<file path="config.mk">
export PLATFORM = sky130hd
export DESIGN_NAME = sot_axis_dist
export DESIGN_NICKNAME = d
export VERILOG_FILES = /design/src/design/sot_pkg.sv /design/src/design/sot_axis_dist.sv
export SDC_FILE = /design/constraint.sdc
export NUM_CORES = 1
export LEC_CHECK = 0
export BUFFER_PORTS_ARGS = -buffer_cell sky130_fd_sc_hd__buf_2
export CAP_MARGIN = 25
export CORE_UTILIZATION = 44
export DETAILED_ROUTE_END_ITERATION = 12
export PLACE_DENSITY = 0.65
export SYNTH_ARGS = -nofsm -noshare
export SYNTH_HDL_FRONTEND = slang
export SYNTH_SLANG_ARGS = --single-unit
</file>
<file path="constraint.sdc">
create_clock -name vclk -period 5.9
set_input_delay 0 -clock vclk [all_inputs]
set_output_delay 0 -clock vclk [all_outputs]
set_load 0.01 [all_outputs]
</file>
<file path="src/design/sot_pkg.sv">
// ----------------------------------------------------------------------------
// sot_pkg
// Shared codes and types for the shape overlap test pipeline.
// ----------------------------------------------------------------------------
package sot_pkg;

    // Shape kind codes carried in tuser.
    localparam logic KIND_RECT   = 1'b0;
    localparam logic KIND_CIRCLE = 1'b1;

    // Output beat width: one flag padded to a whole byte.
    localparam int M_TDATA_W = 8;

    // Per-item decision flags that ride along the pipeline.
    typedef struct packed {
        logic rect_pair;  // both shapes are rectangles
        logic span_hit;   // strict interval overlap on both axes
    } sot_ctl_t;

endpackage

</file>
<file path="src/design/sot_axis_dist.sv">
// ----------------------------------------------------------------------------
// sot_axis_dist
// One axis of the overlap test: strict interval overlap for two rectangles,
// and the clamped distance from a circle centre to the other shape.
// ----------------------------------------------------------------------------
module sot_axis_dist #(
    parameter int COORD_BITS = 16
) (
    input  logic                         a_kind,
    input  logic signed [COORD_BITS-1:0] a_pos,
    input  logic        [COORD_BITS-2:0] a_len,
    input  logic                         b_kind,
    input  logic signed [COORD_BITS-1:0] b_pos,
    input  logic        [COORD_BITS-2:0] b_len,
    output logic                         span_hit,
    output logic        [COORD_BITS-1:0] gap
);
    import sot_pkg::*;

    localparam int EW = COORD_BITS + 2;

    logic signed [EW-1:0] a_lo;
    logic signed [EW-1:0] a_hi;
    logic signed [EW-1:0] b_lo;
    logic signed [EW-1:0] b_hi;
    logic signed [EW-1:0] rect_lo;
    logic signed [EW-1:0] rect_hi;
    logic signed [EW-1:0] ctr;
    logic signed [EW-1:0] lo_gap;
    logic signed [EW-1:0] hi_gap;

    assign a_lo = EW'(a_pos);
    assign b_lo = EW'(b_pos);
    assign a_hi = a_lo + $signed({3'b000, a_len});
    assign b_hi = b_lo + $signed({3'b000, b_len});

    assign span_hit = (a_lo < b_hi) && (a_hi > b_lo);

    // A circle against a circle is treated as a circle against a point
    // interval at the other centre, which gives the absolute difference.
    always_comb begin
        if (a_kind == KIND_RECT && b_kind == KIND_CIRCLE) begin
            rect_lo = a_lo;
            rect_hi = a_hi;
            ctr     = b_lo;
        end else if (b_kind == KIND_RECT) begin
            rect_lo = b_lo;
            rect_hi = b_hi;
            ctr     = a_lo;
        end else begin
            rect_lo = b_lo;
            rect_hi = b_lo;
            ctr     = a_lo;
        end
    end

    assign lo_gap = rect_lo - ctr;
    assign hi_gap = ctr - rect_hi;

    always_comb begin
        if (lo_gap > 0) begin
            gap = lo_gap[COORD_BITS-1:0];
        end else if (hi_gap > 0) begin
            gap = hi_gap[COORD_BITS-1:0];
        end else begin
            gap = '0;
        end
    end

endmodule

</file>
==> flow_metrics.env <==
export IMPL_diodes=0
export IMPL_crit_fanout=11
export IMPL_syn_cell_area_sq_mm=0.00501
export IMPL_ys_seq_area_share_pct=0
export IMPL_finalHoldViolations=0
export IMPL_synth_cell_types=71
export IMPL_final_nets=914
export IMPL_power_density_mw_per_mm2=159
export IMPL_final_antenna_net_count=0
export IMPL_flops_and_latches=0
export IMPL_maxClockFrequency_mhz=188
export IMPL_final_seq_area_sq_um=0
export IMPL_cellLeakagePower_nw=2.58
export IMPL_grt_max_degree=35
export IMPL_fp_dieH_microns=109
export IMPL_areaGrowthSynthToFinish_pct=9.99
export IMPL_critPathKind="input pin to output pin"
export IMPL_gr_usage_all_layers_pct=24.2
export IMPL_synth_largest_area_cell="ha_1"
export IMPL_firstDrtPassIters=4
export IMPL_dieArea_sq_mm=0.0118
export IMPL_std_cell_rows=38
export IMPL_run_status="completed"
export IMPL_cts_resized_gates=0
export IMPL_wire_per_inst_microns=15.7
export IMPL_grt_pass1_vias=5043
export IMPL_ioPinCount=81
export IMPL_antenna_found_initial=0
export IMPL_drt_iter0_markers=282
export IMPL_switching_power_mw=0.499
export IMPL_drv_slew=0
export IMPL_grt_ovfl_total=0
export IMPL_p_sw_share_pct=56.9
export IMPL_max_stage_delay_ps=540
export IMPL_totalWireLength_microns=14200
export IMPL_via_count=5341
export IMPL_place_congestion=0.967
export IMPL_clkbuf_count=0
export IMPL_avgSynthCellArea_sq_um=7.15
export IMPL_ctsHoldBuffers=0
export IMPL_worstSetupStartpointType="input pin"
export IMPL_crit_slowest_cell="o311ai_0"
export IMPL_drive_above_1_share_pct=15.1
export IMPL_portBuffers=81
export IMPL_pwr_share_seq_pct=0
export IMPL_arrival_ps=5330
export IMPL_cts_setup_buffers=0
export IMPL_core_area_sq_mm=0.0110
export IMPL_cp_common_cell="a21oi_1"
export IMPL_synthCells=700
export IMPL_crit_chain="buf_2, ha_1, fa_1, a21o_1, a21oi_1, o21bai_1, a21oi_1, nor2b_1, o2111a_1, nor3_1, xor2_1, nor2_1, a21oi_1, ha_1, a21oi_1, o21ai_0, o311ai_0, nand4_1, a2111oi_0, nand4b_1, o21a_1, nand3_1, mux2i_1, buf_2"
export IMPL_setup_tns_ps=0
export IMPL_die_width_microns=109
export IMPL_vdd_drop_max_uv=84.4
export IMPL_period_needed_ps=5330
export IMPL_synthTopCellsByArea="ha_1 (20%), xnor2_1 (6.1%), a21oi_1 (6.1%)"
export IMPL_hp_class="input pin to output pin"
export IMPL_post_dp_cell_area_sq_mm=0.00551
export IMPL_power_share_clock_pct=0
export IMPL_cp_end_kind="output pin"
export IMPL_synth_top_area_share_pct=20.5
export IMPL_timing_final_crit_share_pct=90.4
export IMPL_nFillCells=1110
export IMPL_start_util_pct=45.6
export IMPL_p_int_mw=0.378
export IMPL_drcViolationCount=0
export IMPL_grt_pass1_wl_microns=23200
export IMPL_p_comb_share_pct=100.0
export IMPL_final_area_sq_mm=0.00551
export IMPL_max_cap_viol_count=0
export IMPL_synth_warnings=0
export IMPL_hpwl_microns=12400
export IMPL_synth_net_count=849
export IMPL_rsz0062_at_grt="false"
export IMPL_worst_pin_slew_ps=545
export IMPL_avgViaCountPerCell=5.91
export IMPL_slew_headroom_pct=63.5
export IMPL_setup_viol=0
export IMPL_required_ps=5900
==> area by class of cell <==
type                       count  area [sq um]  area share (%)
tap                          140           175            3.18
multi-input combinational    639          4750            86.3
timing repair buffer          84           428            7.77
inverter                      40           150            2.73
==> power groups by stage <==
stage | registers [mW] | clock network [mW] | logic [mW]
final | 0 | 0 | 0.877
after detailed placement | 0 | 0 | 0.869
after floorplan | 0 | 0 | 0.642
after CTS | 0 | 0 | 0.874
after global placement | 0 | 0 | 0.849
after global routing | 0 | 0 | 0.987
==> per-layer routing <==
layer | up-vias | wire (microns) | track usage [%]
met5 | - | 0 | 0
met4 | 0 | 239 | 3.96
met3 | 20 | 689 | 0.658
met1 | 2454 | 6810 | 34.1
li1 | 2713 | - | -
met2 | 154 | 6450 | 41.4
==> worst max-delay path, delay by kind of cell <==
| family | cells | cell delay, ps |
|---|---|---|
| AOI/OAI and AO/OA | 11 | 2870 |
| xor gates and xnor gates | 1 | 220 |
| adders and majority gates | 3 | 990 |
| buffers and inverters | 2 | 310 |
| muxes | 1 | 80 |
| and+or+nand+nor | 6 | 860 |
==> layout by cell type, fill, tap and decap left out, drive strengths merged, types with 4 or more instances in the layout <==
master	instances
o21ai	44
nand3	12
a311oi	4
a21o	16
nor2	53
xnor2	35
nor2b	24
or3	6
maj3	19
a21boi	4
o21a	12
buf	84
nand2	51
mux2i	24
a21oi	61
a211o	5
xor2	22
a211oi	5
o21bai	10
nand4	10
nor3	20
ha	82
and3	7
mux2	16
inv	40
nand2b	23
and2	6
a31oi	11
or2	5
==> final timing paths <==
path / cells after the start / end / slack, ps / start
setup / recovery: 24 / gap[10] / 570 / b_pos[0]
hold / removal: 5 / gap[0] / 550 / a_pos[0]
==> logic make-up (layout without fill, tap and decap cells) <==
| group | Yosys count | after routing | synth area share, % |
|---|---|---|---|
| muxes | 40 | 40 | 8.65 |
| buffers and inverters | 61 | 124 | 5.10 |
| adders and majority gates | 104 | 104 | 25.6 |
| AOI/OAI and AO/OA | 210 | 210 | 27.5 |
| and+or+nand+nor | 228 | 228 | 23.2 |
| xor gates and xnor gates | 57 | 57 | 9.97 |
==> cell usage after synthesis (all sizes together), types with 3 or more instances <==
cell type and instances:
a21oi 61, and3 7, a41oi 3, xor2 22, a211o 5, nor2 53
a21boi 4, a2111oi 3, a311oi 4, maj3 19, nand2 51, mux2 16
ha 82, nor3 20, inv 40, o21bai 10, o221ai 3, a22oi 3
o211ai 3, or2 5, nor2b 24, fa 3, and2 6, o21a 12
mux2i 24, a31oi 11, o31a 3, clkbuf 13, a211oi 5, nand4 10
a21o 16, nand2b 23, buf 8, nand3 12, xnor2 35, o21ai 44
or3 6, o32ai 3
==> through the flow <==
step	hold slack (ps)	power, mW	setup WS (ps)	utilization (%)	instances
after CTS	550	0.874	635	50.1	903
after global routing	608	0.987	30.7	50.1	903
after detailed placement	547	0.869	650	50.1	903
after global placement	511	0.849	855	50.1	903
after floorplan	198	0.642	1610	-	700
final	549	0.877	569	50.1	903
Note: power is estimated with default switching activity, not from simulation.
